===== config.mk =====
export PLATFORM = sky130hd
export DESIGN_NAME = peak_valley_feature_detector_core
export DESIGN_NICKNAME = d
export VERILOG_FILES = /design/src/rtl/pvfd_pkg.sv /design/src/rtl/pvfd_stream_if.sv /design/src/rtl/peak_valley_feature_detector_core.sv /design/src/rtl/pvfd_front.sv /design/src/rtl/pvfd_queue.sv /design/src/rtl/pvfd_back.sv
export SDC_FILE = /design/constraint.sdc
export NUM_CORES = 1
export LEC_CHECK = 0
export BUFFER_PORTS_ARGS = -buffer_cell sky130_fd_sc_hd__buf_2
export CAP_MARGIN = 20
export CORE_ASPECT_RATIO = 0.7
export CORE_MARGIN = 5
export CORE_UTILIZATION = 55
export DETAILED_ROUTE_END_ITERATION = 10
export PLACE_DENSITY = 0.73
export SETUP_SLACK_MARGIN = 0.5
export SLEW_MARGIN = 20
export SYNTH_ARGS = -nofsm -noshare
export SYNTH_HDL_FRONTEND = slang
export SYNTH_SLANG_ARGS = --single-unit

===== constraint.sdc =====
create_clock -name clk -period 19.15 [get_ports clk]
set_input_delay 3.83 -clock clk [delete_from_list [all_inputs] [get_ports clk]]
set_output_delay 3.83 -clock clk [all_outputs]
set_load 0.02 [all_outputs]

===== src/rtl/pvfd_pkg.sv =====
package pvfd_pkg;

  localparam int SAMPLE_BITS_DEF = 16;
  localparam int INDEX_BITS_DEF  = 16;
  localparam int FRAC_BITS       = 8;
  localparam int QUEUE_DEPTH     = 2;

  typedef enum logic [1:0] {
    BK_IDLE,
    BK_DIV_L,
    BK_DIV_R,
    BK_DONE
  } bk_state_t;

endpackage


===== src/rtl/pvfd_stream_if.sv =====
interface pvfd_stream_if #(
  parameter int W = 1
);
  logic         valid;
  logic         ready;
  logic [W-1:0] data;

  modport source (output valid, output data, input ready);
  modport sink   (input valid, input data, output ready);
endinterface


===== src/rtl/peak_valley_feature_detector_core.sv =====
// Peak/valley detector: front classifies one sample per cycle while the queue has room,
// back computes features. With the queue empty and back idle, the closing event passes
// through the queue, is loaded by the back, divided in BK_DIV_L then BK_DIV_R, and out_valid
// rises in BK_DONE. Throughput: one sample per cycle while the queue has room; a peak holds
// the back through both divides and BK_DONE; the 2-entry queue absorbs peaks meanwhile.
// Reset: synchronous active-low rst_n clears all detection state and the queue.
module peak_valley_feature_detector_core
  import pvfd_pkg::*;
#(
  parameter int SAMPLE_BITS = SAMPLE_BITS_DEF,
  parameter int INDEX_BITS  = INDEX_BITS_DEF
) (
  input  logic clk,
  input  logic rst_n,
  input  logic                   in_valid,
  output logic                   in_ready,
  input  logic [SAMPLE_BITS-1:0] in_sample,
  input  logic                   in_is_last,
  output logic                   out_valid,
  input  logic                   out_ready,
  output logic [INDEX_BITS-1:0]  out_peak_index,
  output logic [SAMPLE_BITS-1:0] out_peak_value,
  output logic [INDEX_BITS-1:0]  out_left_spread,
  output logic [INDEX_BITS-1:0]  out_right_spread,
  output logic [SAMPLE_BITS-1:0] out_height_max,
  output logic [SAMPLE_BITS:0]   out_height_mean_x2,
  output logic [SAMPLE_BITS+7:0] out_slope_max_q8,
  output logic [SAMPLE_BITS+7:0] out_slope_mean_q8
);

  localparam int EW = 3*SAMPLE_BITS + 3*INDEX_BITS;

  pvfd_stream_if #(.W(EW)) ev_q ();
  pvfd_stream_if #(.W(EW)) ev_b ();

  pvfd_front #(.SAMPLE_BITS(SAMPLE_BITS), .INDEX_BITS(INDEX_BITS)) u_front (
    .clk, .rst_n, .in_valid, .in_ready, .in_sample, .in_is_last,
    .ev_valid(ev_q.valid), .ev_ready(ev_q.ready), .ev_data(ev_q.data)
  );

  pvfd_queue #(.W(EW)) u_queue (
    .clk, .rst_n,
    .wr_valid(ev_q.valid), .wr_ready(ev_q.ready), .wr_data(ev_q.data),
    .rd_valid(ev_b.valid), .rd_ready(ev_b.ready), .rd_data(ev_b.data)
  );

  pvfd_back #(.SAMPLE_BITS(SAMPLE_BITS), .INDEX_BITS(INDEX_BITS)) u_back (
    .clk, .rst_n,
    .ev_valid(ev_b.valid), .ev_ready(ev_b.ready), .ev_data(ev_b.data),
    .out_valid, .out_ready, .out_peak_index, .out_peak_value, .out_left_spread,
    .out_right_spread, .out_height_max, .out_height_mean_x2, .out_slope_max_q8,
    .out_slope_mean_q8
  );

endmodule


===== src/rtl/pvfd_front.sv =====
module pvfd_front
  import pvfd_pkg::*;
#(
  parameter int SAMPLE_BITS = SAMPLE_BITS_DEF,
  parameter int INDEX_BITS  = INDEX_BITS_DEF
) (
  input  logic                   clk,
  input  logic                   rst_n,
  input  logic                   in_valid,
  output logic                   in_ready,
  input  logic [SAMPLE_BITS-1:0] in_sample,
  input  logic                   in_is_last,
  // event: peak value/pos, left valley value/pos, right valley value/pos
  output logic                   ev_valid,
  input  logic                   ev_ready,
  output logic [3*SAMPLE_BITS+3*INDEX_BITS-1:0] ev_data
);

  localparam int EW = 3*SAMPLE_BITS + 3*INDEX_BITS;
  localparam logic [INDEX_BITS-1:0] IMAX = {INDEX_BITS{1'b1}};

  logic signed [SAMPLE_BITS-1:0] prev_r, vval_r, pval_r;
  logic [INDEX_BITS-1:0] prev_pos_r, cnt_r, vpos_r, ppos_r;
  logic have_r, started_r, rising_r;

  logic signed [SAMPLE_BITS-1:0] s;
  logic fall, emit_mid, emit_end, emit;
  logic signed [SAMPLE_BITS-1:0] rv;
  logic [INDEX_BITS-1:0] rpos;
  logic signed [SAMPLE_BITS-1:0] pk_v;
  logic [INDEX_BITS-1:0] pk_pos;

  assign in_ready = ev_ready;
  assign s        = $signed(in_sample);
  assign fall     = have_r && (s < prev_r);
  assign emit_mid = have_r && !fall && started_r && !rising_r;
  // last sample still falling: a rising run turning now makes the peak the previous sample
  assign emit_end = in_is_last && fall && started_r;
  assign emit     = emit_mid || emit_end;
  assign pk_v     = (fall && rising_r) ? prev_r : pval_r;
  assign pk_pos   = (fall && rising_r) ? prev_pos_r : ppos_r;
  assign rv       = emit_mid ? prev_r : s;
  assign rpos     = emit_mid ? prev_pos_r : cnt_r;
  assign ev_valid = in_valid && emit;
  assign ev_data  = EW'({pk_v, pk_pos, vval_r, vpos_r, rv, rpos});

  always_ff @(posedge clk) begin
    if (!rst_n) begin
      prev_r <= '0; prev_pos_r <= '0; cnt_r <= '0; have_r <= 1'b0;
      started_r <= 1'b0; rising_r <= 1'b1; vval_r <= '0; vpos_r <= '0;
      pval_r <= '0; ppos_r <= '0;
    end else if (in_valid && in_ready) begin
      if (in_is_last) begin
        prev_r <= '0; prev_pos_r <= '0; cnt_r <= '0; have_r <= 1'b0;
        started_r <= 1'b0; rising_r <= 1'b1; vval_r <= '0; vpos_r <= '0;
        pval_r <= '0; ppos_r <= '0;
      end else begin
        if (have_r) begin
          if (fall) begin
            if (started_r && rising_r) begin
              pval_r <= prev_r; ppos_r <= prev_pos_r; rising_r <= 1'b0;
            end
          end else begin
            if (!started_r) begin
              vval_r <= prev_r; vpos_r <= prev_pos_r; started_r <= 1'b1;
            end else if (!rising_r) begin
              vval_r <= prev_r; vpos_r <= prev_pos_r;
            end
            rising_r <= 1'b1;
          end
        end
        prev_r     <= s;
        prev_pos_r <= cnt_r;
        have_r     <= 1'b1;
        if (cnt_r != IMAX) cnt_r <= cnt_r + 1'b1;
      end
    end
  end

  assert property (@(posedge clk) disable iff (!rst_n)
    ev_valid |-> in_valid) else $error("event without item");
  assert property (@(posedge clk) disable iff (!rst_n)
    !started_r |-> rising_r) else $error("falling before first valley");
  assert property (@(posedge clk) disable iff (!rst_n)
    (in_valid && in_ready && in_is_last) |=> (cnt_r == '0 && !have_r))
    else $error("signal end not cleared");

endmodule


===== src/rtl/pvfd_queue.sv =====
module pvfd_queue
  import pvfd_pkg::*;
#(
  parameter int W = 8
) (
  input  logic         clk,
  input  logic         rst_n,
  input  logic         wr_valid,
  output logic         wr_ready,
  input  logic [W-1:0] wr_data,
  output logic         rd_valid,
  input  logic         rd_ready,
  output logic [W-1:0] rd_data
);

  logic [W-1:0] mem_r [QUEUE_DEPTH];
  logic [$clog2(QUEUE_DEPTH)-1:0] wp_r, rp_r;
  logic [$clog2(QUEUE_DEPTH):0] cnt_r;
  logic wr_en, rd_en;

  assign wr_ready = (cnt_r != QUEUE_DEPTH[$clog2(QUEUE_DEPTH):0]);
  assign rd_valid = (cnt_r != '0);
  assign rd_data  = mem_r[rp_r];
  assign wr_en    = wr_valid && wr_ready;
  assign rd_en    = rd_valid && rd_ready;

  always_ff @(posedge clk) begin
    if (wr_en) mem_r[wp_r] <= wr_data;
  end

  always_ff @(posedge clk) begin
    if (!rst_n) begin
      wp_r <= '0; rp_r <= '0; cnt_r <= '0;
    end else begin
      if (wr_en) wp_r <= wp_r + 1'b1;
      if (rd_en) rp_r <= rp_r + 1'b1;
      cnt_r <= cnt_r + {{$clog2(QUEUE_DEPTH){1'b0}}, wr_en}
                     - {{$clog2(QUEUE_DEPTH){1'b0}}, rd_en};
    end
  end

endmodule


===== src/rtl/pvfd_back.sv =====
module pvfd_back
  import pvfd_pkg::*;
#(
  parameter int SAMPLE_BITS = SAMPLE_BITS_DEF,
  parameter int INDEX_BITS  = INDEX_BITS_DEF
) (
  input  logic clk,
  input  logic rst_n,
  input  logic ev_valid,
  output logic ev_ready,
  input  logic [3*SAMPLE_BITS+3*INDEX_BITS-1:0] ev_data,
  output logic                       out_valid,
  input  logic                       out_ready,
  output logic [INDEX_BITS-1:0]      out_peak_index,
  output logic [SAMPLE_BITS-1:0]     out_peak_value,
  output logic [INDEX_BITS-1:0]      out_left_spread,
  output logic [INDEX_BITS-1:0]      out_right_spread,
  output logic [SAMPLE_BITS-1:0]     out_height_max,
  output logic [SAMPLE_BITS:0]       out_height_mean_x2,
  output logic [SAMPLE_BITS+7:0]     out_slope_max_q8,
  output logic [SAMPLE_BITS+7:0]     out_slope_mean_q8
);

  localparam int NW = SAMPLE_BITS + FRAC_BITS;   // dividend width
  localparam int CW = $clog2(NW + 1);

  bk_state_t st_r, st_nxt;
  logic signed [SAMPLE_BITS-1:0] pv, lv, rv;
  logic [INDEX_BITS-1:0] pp, lp, rp;
  logic [SAMPLE_BITS:0] dl_w, dr_w;
  logic [SAMPLE_BITS-1:0] dl_r, dr_r;
  logic [NW-1:0] quo_r, sl_r, sr_r;
  logic [INDEX_BITS:0] rem_r;
  logic [INDEX_BITS-1:0] div_r;
  logic [CW-1:0] step_r;
  logic [INDEX_BITS:0] trial;
  logic [INDEX_BITS:0] sub;
  logic [NW:0] ssum;
  logic [NW-1:0] smax;
  logic load, dstep, dlast;

  assign {pv, pp, lv, lp, rv, rp} = ev_data;
  assign dl_w = (pv >= lv) ? ({pv[SAMPLE_BITS-1], pv} - {lv[SAMPLE_BITS-1], lv})
                           : ({lv[SAMPLE_BITS-1], lv} - {pv[SAMPLE_BITS-1], pv});
  assign dr_w = (pv >= rv) ? ({pv[SAMPLE_BITS-1], pv} - {rv[SAMPLE_BITS-1], rv})
                           : ({rv[SAMPLE_BITS-1], rv} - {pv[SAMPLE_BITS-1], pv});

  assign ev_ready = (st_r == BK_IDLE);
  assign load     = ev_valid && ev_ready;
  assign dlast    = (step_r == CW'(NW - 1));

  // restoring divider, one quotient bit per cycle, dividend bits MSB first
  logic [NW-1:0] dvd_r;
  assign trial = {rem_r[INDEX_BITS-1:0], dvd_r[NW-1]};
  assign sub   = trial - {1'b0, div_r};
  assign dstep = (st_r == BK_DIV_L) || (st_r == BK_DIV_R);

  always_comb begin
    st_nxt = st_r;
    case (st_r)
      BK_IDLE:  if (load) st_nxt = BK_DIV_L;
      BK_DIV_L: if (dlast) st_nxt = BK_DIV_R;
      BK_DIV_R: if (dlast) st_nxt = BK_DONE;
      BK_DONE:  if (out_ready) st_nxt = BK_IDLE;
      default:  st_nxt = BK_IDLE;
    endcase
  end

  always_ff @(posedge clk) begin
    if (!rst_n) st_r <= BK_IDLE;
    else        st_r <= st_nxt;
  end

  always_ff @(posedge clk) begin
    if (!rst_n) begin
      step_r <= '0;
    end else if (load || (dstep && dlast)) begin
      step_r <= '0;
    end else if (dstep) begin
      step_r <= step_r + 1'b1;
    end
  end

  logic [NW-1:0] qnext;
  assign qnext = {quo_r[NW-2:0], ~sub[INDEX_BITS]};

  always_ff @(posedge clk) begin
    if (load) begin
      out_peak_index   <= pp;
      out_peak_value   <= pv;
      out_left_spread  <= pp - lp;
      out_right_spread <= rp - pp;
      dl_r  <= dl_w[SAMPLE_BITS-1:0];
      dr_r  <= dr_w[SAMPLE_BITS-1:0];
      dvd_r <= {dl_w[SAMPLE_BITS-1:0], {FRAC_BITS{1'b0}}};
      div_r <= pp - lp;
      rem_r <= '0;
      quo_r <= '0;
    end else if (dstep) begin
      if (dlast) begin
        if (st_r == BK_DIV_L) begin
          sl_r  <= (div_r == '0) ? '0 : qnext;
          dvd_r <= {dr_r, {FRAC_BITS{1'b0}}};
          div_r <= out_right_spread;
        end else begin
          sr_r  <= (div_r == '0) ? '0 : qnext;
        end
        rem_r <= '0;
        quo_r <= '0;
      end else begin
        rem_r <= sub[INDEX_BITS] ? trial : sub;
        quo_r <= qnext;
        dvd_r <= {dvd_r[NW-2:0], 1'b0};
      end
    end
  end

  assign ssum = {1'b0, sl_r} + {1'b0, sr_r};
  assign smax = (sl_r > sr_r) ? sl_r : sr_r;

  assign out_valid          = (st_r == BK_DONE);
  assign out_height_max     = (dl_r > dr_r) ? dl_r : dr_r;
  assign out_height_mean_x2 = {1'b0, dl_r} + {1'b0, dr_r};
  assign out_slope_max_q8   = smax;
  assign out_slope_mean_q8  = ssum[NW:1];

  assert property (@(posedge clk) disable iff (!rst_n)
    (out_valid && !out_ready) |=> out_valid) else $error("result dropped");
  assert property (@(posedge clk) disable iff (!rst_n)
    load |=> (st_r == BK_DIV_L)) else $error("load did not start divide");
  assert property (@(posedge clk) disable iff (!rst_n)
    dstep |-> (step_r <= CW'(NW - 1))) else $error("divide step overrun");

endmodule


# --- After elaboration in Yosys (flattened, before gate mapping) ---
# Memories as Yosys holds them, arrays and structs flattened. A register that Yosys moved wholly into a read port is not among the register bits.
# Cells that the tools add are included.
word_totals:
  register_bits: 349
  mem_bits_rw: 192
  input_bits: 21
  output_inout_bits: 147
  elab_cells: 167
  memories: 1
memory_table:
  columns: ["memory", "depth", "word_bits", "read_ports", "rd_ports_with_merged_regs", "write_ports", "line_no", "rtl"]
  rows:
  - ["u_queue.mem_r", 2, 96, 1, 1, 1, "pvfd_queue.sv:16", "logic [W-1:0] mem_r [QUEUE_DEPTH];"]
classes:
  add_sub_neg: 15
  order_cmp: 5
  eq_ne: 15
  mux: 59
  bitwise: 4
  n_reduce_logical: 40
ops:
  columns: ["op", "n"]
  rows:
  - ["$mux 16", 35]
  - ["$mux 24", 6]
  - ["$sub 16x16->16", 6]
  - ["$ge 16x16->1", 2]
  - ["$add 24x24->25", 1]
  - ["$gt 24x24->1", 1]
  - ["$mux 23", 1]
  - ["$reduce_and 4->1", 5]
  - ["$add 16x16->17", 1]
  - ["$sub 17x16->17", 1]
  - ["$add 16x1->16 const B", 1]
  - ["$gt 16x16->1", 1]
  - ["$logic_not 16->1", 1]
  - ["$lt 16x16->1", 1]
  - ["$ne 16x16->1 const B", 1]
  - ["$reduce_bool 2->1", 8]
  - ["$logic_and 1x1->1", 13]
  - ["$mux 1", 12]
  - ["$reduce_and 3->1", 3]
  - ["$mux 2", 4]
  - ["$ne 2x2->1 const B", 4]
  - ["$pmux 2 s4", 1]
  - ["$ne 2x1->1 const B", 3]
  - ["$ne 3x3->1 const B", 2]
  - ["14 further kinds", 24]

# --- Longest topological paths before layout ---
# Gate-level depths: netlist of the first run.
logic_depth:
  ltp_word: 11
  mapped_depth: 18
  ltp_nobuf: 14

# --- By module ---
# From an unflattened synthesis of the first run, not the netlist that was laid out.
hier_totals:
  hier_cells: 2708
  hier_area_um2: 29965.0
by_module_without_submodules:
  columns: ["mod", "n_inst", "cells_each", "area_each_um2", "seq_area_each_um2"]
  rows:
  - ["pvfd_back", 1, 1774, 16748.6, 6206.0]
  - ["pvfd_queue", 1, 328, 7390.8, 5865.6]
  - ["pvfd_front", 1, 606, 5825.6, 2302.2]

# --- Least setup slack after synthesis of the first run ---
# No wires, ideal clock.
synth_timing:
  path_kind: "input to register"
  from: "input in_sample[9]"
  to: "memory u_queue.mem_r[0][0] in the netlist's numbering (enable)"
  setup_time_ns: 0.787
  arrival_time_ns: 14.623
  required_time_ns: 18.363
  setup_slack_ns: 3.741
  path_stages: 9
  n_path_buf: 0
  path_cell_list: "ha_1 -> a21o_1 -> a21o_1 -> a21oi_1 -> nand2_1 -> a31o_2 -> o21ai_1 -> mux2_2 -> nor4_1"
synth_between:
  elab_chain_len: 11
  word_cells_on_any_way: 13
  classes_between: "order compare (1); mux (2); reduce/logical (10)"
synth_lines:
  columns: ["element", "line_no", "rtl"]
  rows:
  - ["from (decl)", "peak_valley_feature_detector_core.sv:17", "input logic [SAMPLE_BITS-1:0] in_sample,"]
  - ["$lt 16x16->1 (*)", "pvfd_front.sv:35", "assign fall = have_r && (s < prev_r);"]
  - ["$logic_and 1x1->1 (*)", "pvfd_front.sv:35", null]
  - ["$logic_not 1->1", "pvfd_front.sv:36", "assign emit_mid = have_r && !fall && started_r && !rising_r;"]
  - ["$logic_and 1x1->1 (3 in a row)", "pvfd_front.sv:36", null]
  - ["$logic_or 1x1->1 (*)", "pvfd_front.sv:39", "assign emit = emit_mid || emit_end;"]
  - ["$logic_and 1x1->1 (*)", "pvfd_front.sv:44", "assign ev_valid = in_valid && emit;"]
  - ["$logic_and 1x1->1 (*)", "pvfd_queue.sv:24", "assign wr_en = wr_valid && wr_ready;"]
  - ["$mux 1 (*)", "pvfd_queue.sv:28", "if (wr_en) mem_r[wp_r] <= wr_data;"]
  - ["$mux 1 (not written as such) (*)", "pvfd_queue.sv:28", null]
  - ["to (decl)", "pvfd_queue.sv:16", null]
# Every way passes the cells marked *; elsewhere a longest branch is shown, timed or not.

# --- Worst setup path in the final report of the first run ---
layout_timing:
  from: "register u_back.sl_r[2]"
  to: "output out_slope_mean_q8[22]"
layout_between:
  elab_chain_len: 1
layout_lines:
  columns: ["element", "line_no", "rtl"]
  rows:
  - ["from (decl)", "pvfd_back.sv:32", "logic [NW-1:0] quo_r, sl_r, sr_r;"]
  - ["from (signal assigned)", "pvfd_back.sv:102", "sl_r <= (div_r == '0) ? '0 : qnext;"]
  - ["$add 24x24->25", "pvfd_back.sv:118", "assign ssum = {1'b0, sl_r} + {1'b0, sr_r};"]
  - ["to (decl)", "peak_valley_feature_detector_core.sv:28", "output logic [SAMPLE_BITS+7:0] out_slope_mean_q8"]
# Every way passes these cells.

==> results of run 1 <==
## metrics by stage
step | instances | hold WS [ps] | utilization, % | area (µm²) | setup WS, ps
2_1_floorplan | 2670 | 425 | - | 28900 | 3740
3_3_place_gp | 3433 | 433 | 58.2 | 30300 | 11020
3_5_place_dp | 3434 | 436 | 58.2 | 30300 | 10950
4_1_cts | 3532 | 452 | 61.7 | 32200 | 11420
5_1_grt | 3533 | 467 | 61.7 | 32200 | 11110
6_report | 3533 | 450 | 61.7 | 32200 | 11440
## critical path, cell delays in order (launching register included)
cell and delay, ps:
sky130_fd_sc_hd__edfxtp_1 410, sky130_fd_sc_hd__ha_1 380, sky130_fd_sc_hd__nor3b_1 220, sky130_fd_sc_hd__nor3_1 110, sky130_fd_sc_hd__o41a_1 360, sky130_fd_sc_hd__a41oi_1 330, sky130_fd_sc_hd__a221oi_1 200, sky130_fd_sc_hd__o31a_1 310
sky130_fd_sc_hd__o31ai_1 490, sky130_fd_sc_hd__or4_1 190, sky130_fd_sc_hd__nand3_1 80, sky130_fd_sc_hd__buf_2 170
## final timing paths
path	start	end	cells after the start	slack, ps
min reg2reg	u_front.vval_r[13]$_SDFFE_PN0P_	u_queue.mem_r[0][61]$_DFFE_PP_	0	450
max reg2reg	register	u_back.dr_r[15]$_DFFE_PP_	14	13140
max	u_back.sl_r[2]$_DFFE_PP_	out_slope_mean_q8[22]	11	11440
min	u_front.vval_r[13]$_SDFFE_PN0P_	u_queue.mem_r[0][61]$_DFFE_PP_	0	450
## layer usage
layer	track usage (%)	routed length, µm	up-vias
met5	0	0	-
met4	5.00	1130	0
met1	38.3	34800	9927
li1	-	-	9802
met3	3.79	5260	78
met2	34.5	29600	744
## where the power goes
part	internal, mW	switching, mW
clock network	0.631	0.446
logic	0.635	1.09
registers	1.46	0.122
total	2.73	1.66
## registers in the layout, indices dropped and copies added, names as in the netlist, 16 cells and up, named ones only
name and flops:
u_front.pval_r 16, u_front.prev_r 16, u_front.cnt_r 16, u_back.out_left_spread 16, u_back.quo_r 23, u_back.rem_r 16, u_back.sl_r 24, u_back.sr_r 24
u_queue.mem_r 192, u_front.vval_r 16, u_back.div_r 16, u_back.out_peak_index 16, u_back.dl_r 16, u_front.ppos_r 16, u_back.dr_r 16, u_front.prev_pos_r 16
u_back.out_peak_value 16, u_back.out_right_spread 16, u_back.dvd_r 16, u_front.vpos_r 16
## cells by family (layout without fill, tap and decap cells)
| logic type | count (synthesis) | in the layout | synth area share [%] |
|---|---|---|---|
| simple gates | 717 | 717 | 11.9 |
| flops | 534 | 534 | 49.8 |
| compound gates | 497 | 497 | 10.8 |
| buf+inv | 308 | 487 | 4.16 |
| mux | 278 | 278 | 10.1 |
| fa+ha+maj | 222 | 222 | 9.85 |
| xor+xnor | 114 | 114 | 3.52 |
## Yosys cell counts (6+ instances only)
library cell               instances
sky130_fd_sc_hd__edfxtp_1        368
sky130_fd_sc_hd__nand2_1         220
sky130_fd_sc_hd__ha_1            213
sky130_fd_sc_hd__inv_1           202
sky130_fd_sc_hd__mux2i_1         179
sky130_fd_sc_hd__nor2_1          173
sky130_fd_sc_hd__dfxtp_1         166
sky130_fd_sc_hd__a21oi_1         164
sky130_fd_sc_hd__o21ai_0         126
sky130_fd_sc_hd__mux2_2           98
sky130_fd_sc_hd__nand3_1          85
sky130_fd_sc_hd__clkbuf_1         77
sky130_fd_sc_hd__xnor2_1          65
sky130_fd_sc_hd__xor2_1           48
sky130_fd_sc_hd__nand2b_1         45
sky130_fd_sc_hd__a21o_1           41
sky130_fd_sc_hd__and2_1           38
sky130_fd_sc_hd__nor3_1           29
sky130_fd_sc_hd__and3_1           27
sky130_fd_sc_hd__nor2b_1          24
sky130_fd_sc_hd__a31oi_1          22
sky130_fd_sc_hd__nand4_1          21
sky130_fd_sc_hd__o21a_1           21
sky130_fd_sc_hd__o21bai_1         19
sky130_fd_sc_hd__or3_1            14
sky130_fd_sc_hd__buf_2            12
sky130_fd_sc_hd__o211ai_1         11
sky130_fd_sc_hd__a221oi_1         10
sky130_fd_sc_hd__buf_1            10
sky130_fd_sc_hd__a211oi_1          9
sky130_fd_sc_hd__fa_1              9
sky130_fd_sc_hd__o31ai_1           9
sky130_fd_sc_hd__nand3b_1          6
sky130_fd_sc_hd__nor3b_1           6
sky130_fd_sc_hd__nor4_1            6
sky130_fd_sc_hd__o21ai_1           6
## cell type report
type / count / area, µm² / share of cell area (%)
Clock buffer: 72 / 1500 / 4.66
Tap cell: 684 / 856 / 2.66
Clock inverter: 26 / 313 / 0.972
Timing Repair Buffer: 187 / 1000 / 3.12
Sequential cell: 534 / 14400 / 44.7
Inverter: 202 / 763 / 2.37
Multi-Input combinational cell: 1828 / 13400 / 41.5
==> Implementation_results.wiki, run 1 <==
{| class="wikitable"
! Metric !! Value
|-
| Kind of launch point of the worst setup path || register
|-
| HPWL after detailed placement || 50800 µm
|-
| # Post-CTS Setup Buffers || 0
|-
| Number of routed nets with antenna violations || 0
|-
| WS Path Type || register to primary output
|-
| Portion of the post-synthesis area used by sequential elements || 49.8%
|-
| Overall Global Routing Usage || 24.0%
|-
| Total congestion overflow after global routing || 0
|-
| Maximum vdd drop || ~160 µV
|-
| Crit path max fanout || 6
|-
| PnR Total Power || about 4.4 mW
|-
| Via count || 20600
|-
| Instance count of the mapped netlist || 2670
|-
| Largest net degree at the start of global routing || 95
|-
| Fillers || 4120
|-
| Total of flip-flops plus latches after synthesis || 534
|-
| Most common cell after layout, fill and taps aside || sky130_fd_sc_hd__edfxtp_1
|-
| Clock root buffer || sky130_fd_sc_hd__clkbuf_16
|-
| Most used cells in the layout excluding fill and tap cells || sky130_fd_sc_hd__edfxtp_1 (368), sky130_fd_sc_hd__nand2_1 (220), sky130_fd_sc_hd__ha_1 (213), sky130_fd_sc_hd__inv_1 (200), sky130_fd_sc_hd__mux2i_1 (179)
|-
| Number of I/O port buffers || 167
|-
| Max Buffers Root-to-Sink || 3
|-
| Wire length of the first global-routing pass || 111000 µm
|-
| Gp weighted congestion || 0.960
|-
| Portion of the clock cycle consumed by the worst path in the final layout || 40.2%
|-
| Most common flop cell mapped by yosys || sky130_fd_sc_hd__edfxtp_1
|-
| Total count of hold-check failures in the final report || 0
|-
| Final total negative setup slack || 0 ps
|-
| Asr flop ratio synth || 0%
|-
| Final clock skew || 37.6 ps
|-
| Cell row count || 70
|-
| Width of the chip || between 200 and 300 µm
|-
| Required time worst endpoint || around 15000 ps
|-
| Number of hold buffers added after CTS || 0
|-
| Height of the die || 202 µm
|-
| Number of unique standard cell types used by synthesis || 84
|-
| Transition time at the pin with the least slew margin || 1070 ps
|-
| Count of pins over their slew limit || 0
|-
| Reported leakage power || approximately 13 nW
|-
| Maximum clock rate || 0.130 GHz
|-
| Setup violators final || 0
|-
| Area growth from synthesis to layout || 11.4%
|-
| Hold/Removal Path Class || register to register
|-
| Number of global-route vias before repair || between 15000 and 20000
|-
| Number of warning messages in the yosys log || 0
|-
| Die Outline Area || 0.0573 mm²
|-
| Antenna violations before repair || 1
|-
| Total power divided by cell area || 136 mW/mm²
|-
| Detailed Route Iter0 Violations || 1929
|-
| Mean number of vias per cell || 5.82
|-
| Number of clock buffers inserted by TritonCTS || 52
|-
| Synthesized Nets || 2913
|-
| Number of DRC violations after detailed routing || 0
|-
| Clock transition time at the flip-flop clock pins of the worst setup and hold paths || ~60 ps
|-
| Status || finished clean
|-
| Type of destination of the critical path || primary output
|-
| Worst skew pair latency || 620 ps
|-
| TritonCTS clock tree || built
|-
| Synth top area share || 38.3%
|-
| Top-level I/O count || 168
|-
| Synthesized area || between 0.02 and 0.03 mm²
|-
| Core region area || 0.0521 mm²
|-
| ANT cells || 0
|-
| Post-synthesis area per instance || 10.8 µm²
|-
| Number of detailed-routing iterations run before antenna repair || 6
|-
| EDFF count, synth || 368
|-
| Sinks on the clock net || 534
|-
| Largest cells by area after synthesis || sky130_fd_sc_hd__edfxtp_1 (38%), sky130_fd_sc_hd__dfxtp_1 (12%), sky130_fd_sc_hd__ha_1 (9.2%)
|-
| Cell taking the most area after synthesis || sky130_fd_sc_hd__edfxtp_1
|-
| Crit path arrival time || 3880 ps
|-
| Shortest clock period the worst path allows after layout || ~7700 ps
|-
| Detail-routed net length per standard cell || 20.0 µm
|-
| Starting density of the core || between 50% and 60%
|-
| H-tree lvl count || 2
|-
| Relative max-transition margin || 29.0%
|-
| Net count reported at finish || about 3000
|-
| Share of final-layout standard cells stronger than drive strength 1 || between 10% and 20%
|-
| Total length of routed wires || 70800 µm
|-
| Count of max-cap constraint violations || 0
|-
| # resized after CTS || 0
|-
| RSZ-0062 raised after global routing || false
|}
No activity file was read; power rests on OpenSTA's default activity.
==> inputs of run 2 (changes only) <==
==> constraint.sdc (replaced) <==
create_clock -name clk -period 8 [get_ports clk]
set_input_delay 1.6 -clock clk [delete_from_list [all_inputs] [get_ports clk]]
set_output_delay 1.6 -clock clk [all_outputs]
set_load 0.02 [all_outputs]
==> run 2 against run 1 <==
Sequential cell count is the same; global-route usage decreased by 0.19 points; first-iteration DRC count is 2.3% higher; largest power group unchanged; power is 140% higher; cell area hardly changed.
==> Implementation_results.wiki, run 2 (same netlist as run 1, synthesis figures left out) <==
{| class="wikitable"
! Metric !! Value
|-
| Status || finished clean (unchanged)
|-
| Antenna violations before repair || 1 (unchanged)
|-
| Total power divided by cell area || 325 mW/mm² (was 136 mW/mm²)
|-
| Largest net degree at the start of global routing || 102 (was 95)
|-
| Crit path arrival time || 3860 ps (was 3880 ps)
|-
| Combinational group share of total power || 39.6% (was 39.3%)
|-
| Number of I/O port buffers || 167 (unchanged)
|-
| Width of the chip || 284 µm (unchanged)
|-
| Portion of the clock cycle consumed by the worst path in the final layout || 68.2%
|-
| Hold wc startpoint || u_front.vval_r[9]$_SDFFE_PN0P_ (was u_front.vval_r[13]$_SDFFE_PN0P_)
|-
| Via count || 20400 (was 20600)
|-
| P_sw || 3.98 mW (was 1.66 mW)
|-
| Number of DRC violations after detailed routing || 0 (unchanged)
|-
| Total length of routed wires || 70200 µm (was 70800 µm)
|-
| Most flops, register || u_queue.mem_r (unchanged)
|-
| Max Buffers Root-to-Sink || 3 (unchanged)
|-
| Detailed Route Iter0 Violations || 1974 (was 1929)
|-
| Fillers || 4202 (was 4120)
|-
| Gp weighted congestion || 0.890 (was 0.960)
|-
| Total count of hold-check failures in the final report || 0 (unchanged)
|-
| Largest registers ranked by flip-flop count || u_queue.mem_r (192), u_back.sl_r (24), u_back.sr_r (24) (unchanged)
|-
| Number of hold buffers added after CTS || 0 (unchanged)
|-
| Clock share of power || 24.1% (was 24.6%)
|-
| Maximum clock rate || 0.183 GHz
|-
| Reported leakage power || 12.8 nW (was 12.7 nW)
|-
| Hold/Removal Path Class || register to register (unchanged)
|-
| Transition time at the pin with the least slew margin || 1100 ps (was 1070 ps)
|-
| Top-level I/O count || 168 (unchanged)
|-
| Net count reported at finish || 3049 (was 3048)
|-
| Area growth from synthesis to layout || 11.4% (about the same)
|-
| H-tree lvl count || 2 (unchanged)
|-
| Overall Global Routing Usage || 23.8% (was 24.0%)
|-
| Type of destination of the critical path || primary output (unchanged)
|-
| # resized after CTS || 0 (unchanged)
|-
| Detail-routed net length per standard cell || 19.9 µm (was 20.0 µm)
|-
| Setup ws final || 2540 ps (was 11440 ps)
|-
| Mean number of vias per cell || 5.78 (was 5.82)
|-
| Count of max-cap constraint violations || 0 (unchanged)
|-
| Instance count along the most critical hold path || 0 (unchanged)
|-
| Switching share of power || 38.1% (was 37.8%)
|-
| WS Path Type || register to primary output (unchanged)
|-
| Sinks on the clock net || 534 (unchanged)
|-
| Most used cells in the layout excluding fill and tap cells || sky130_fd_sc_hd__edfxtp_1 (368), sky130_fd_sc_hd__nand2_1 (220), sky130_fd_sc_hd__ha_1 (213), sky130_fd_sc_hd__inv_1 (200), sky130_fd_sc_hd__mux2i_1 (179) (unchanged)
|-
| Height of the die || 202 µm (unchanged)
|-
| Final clock skew || 29.5 ps (was 37.6 ps)
|-
| Relative max-transition margin || 26.3% (was 29.0%)
|-
| Clock transition time at the flip-flop clock pins of the worst setup and hold paths || 70 ps (was 60 ps)
|-
| Internal power || 6.47 mW (was 2.73 mW)
|-
| Clock root buffer || sky130_fd_sc_hd__clkbuf_16 (unchanged)
|-
| Count of pins over their slew limit || 0 (unchanged)
|-
| Most common cell after layout, fill and taps aside || sky130_fd_sc_hd__edfxtp_1 (unchanged)
|-
| Setup violators final || 0 (unchanged)
|-
| Final total negative setup slack || 0 ps (unchanged)
|-
| Worst skew pair latency || 610 ps (was 620 ps)
|-
| Placement-stage worst setup slack || 2290 ps (was 10950 ps)
|-
| Crit path max fanout || 6 (unchanged)
|-
| Share of final-layout standard cells stronger than drive strength 1 || 14.3% (was 14.2%)
|-
| RSZ-0062 raised after global routing || false (unchanged)
|-
| Number of routed nets with antenna violations || 0 (unchanged)
|-
| Kind of launch point of the worst setup path || register (unchanged)
|-
| Largest register FFs || 192 (unchanged)
|-
| Launch point of the critical path || u_back.sl_r[2]$_DFFE_PP_ (unchanged)
|-
| Hold worst-path end || u_queue.mem_r[0][57]$_DFFE_PP_ (was u_queue.mem_r[0][61]$_DFFE_PP_)
|-
| TritonCTS clock tree || built (unchanged)
|-
| Shortest clock period the worst path allows after layout || around 5500 ps
|-
| Core region area || 0.0521 mm² (unchanged)
|-
| Endpoint of the most critical register-to-register path || u_back.dvd_r[20]$_DFFE_PP_ (was u_back.dr_r[15]$_DFFE_PP_)
|-
| Required time worst endpoint || 6400 ps (was 15320 ps)
|-
| Number of detailed-routing iterations run before antenna repair || 5 (was 6)
|-
| Total congestion overflow after global routing || 0 (unchanged)
|-
| # Post-CTS Setup Buffers || 0 (unchanged)
|-
| Die Outline Area || 0.0573 mm² (unchanged)
|-
| HPWL after detailed placement || 50900 µm (was 50800 µm)
|-
| Cell row count || 70 (unchanged)
|-
| Count of cells along the worst register-to-register path || 13 (was 14)
|-
| Starting density of the core || 55.4% (unchanged)
|-
| Maximum vdd drop || 373 µV (was 161 µV)
|-
| Setup slack of the worst register-to-register path || 2590 ps (was 13140 ps)
|-
| Wire length of the first global-routing pass || 111000 µm (about the same)
|-
| Number of global-route vias before repair || 19700 (about the same)
|-
| Number of clock buffers inserted by TritonCTS || 52 (unchanged)
|-
| Register share of total power || 36.3% (was 36.1%)
|}
==> run 2: worst max path at each step <==
stage / end / slack (ps)
finish: out_slope_mean_q8[22] / 2540
global route: out_slope_mean_q8[22] / 2280
CTS: out_slope_mean_q8[22] / 2520
detailed placement: u_queue.mem_r[1][23]$_DFFE_PP_ / 2290
global placement: u_queue.mem_r[1][22]$_DFFE_PP_ / 2400
floorplan: u_queue.mem_r[0][0]$_DFFE_PP_ / 1120
==> run 2: critical path: stages (launching register included) <==
cell	delay, ps
sky130_fd_sc_hd__edfxtp_1	430
sky130_fd_sc_hd__ha_1	410
sky130_fd_sc_hd__nor3b_1	80
sky130_fd_sc_hd__nor3_1	400
sky130_fd_sc_hd__o41a_1	240
sky130_fd_sc_hd__a41oi_1	180
sky130_fd_sc_hd__a221oi_1	490
sky130_fd_sc_hd__o31a_1	230
sky130_fd_sc_hd__o31ai_1	130
sky130_fd_sc_hd__or4_1	430
sky130_fd_sc_hd__nand3_1	100
sky130_fd_sc_hd__buf_2	160
==> run 2: through the flow <==
step	cells	utilization (%)	hold WS (ps)	area, µm²	power [mW]
3_3_place_gp	3435	58.3	432	30400	7.86
3_5_place_dp	3436	58.3	438	30400	7.96
4_1_cts	3534	61.7	454	32200	10.5
2_1_floorplan	2670	-	425	28900	6.74
5_1_grt	3534	61.7	469	32200	11.0
6_report	3535	61.8	452	32200	10.5
==> run 2: cell type report <==
cell class	count	area (µm²)	share of cell area, %
Timing Repair Buffer	188	1030	3.20
Antenna cell	1	2.50	0.00778
Clock buffer	73	1530	4.76
Sequential cell	534	14400	44.7
Multi-Input combinational cell	1828	13400	41.5
Clock inverter	25	251	0.782
Inverter	202	763	2.37
Tap cell	684	856	2.66
==> run 2: power by group through the flow <==
stage,sequential [mW],combinational (mW),clock [mW]
final,3.79,4.13,2.52
after global routing,3.83,4.49,2.69
after CTS,3.80,4.13,2.57
after detailed placement,3.85,4.11,0
after global placement,3.83,4.03,0
after floorplan,3.92,2.82,0
==> run 2: layer usage <==
metal / vias to the layer above / track usage [%] / wire [µm]
li1: 9806 / - / -
met1: 9828 / 37.8 / 34400
met2: 705 / 34.4 / 29500
met3: 77 / 4.08 / 5330
met4: 0 / 4.71 / 1030
met5: - / 0 / 0
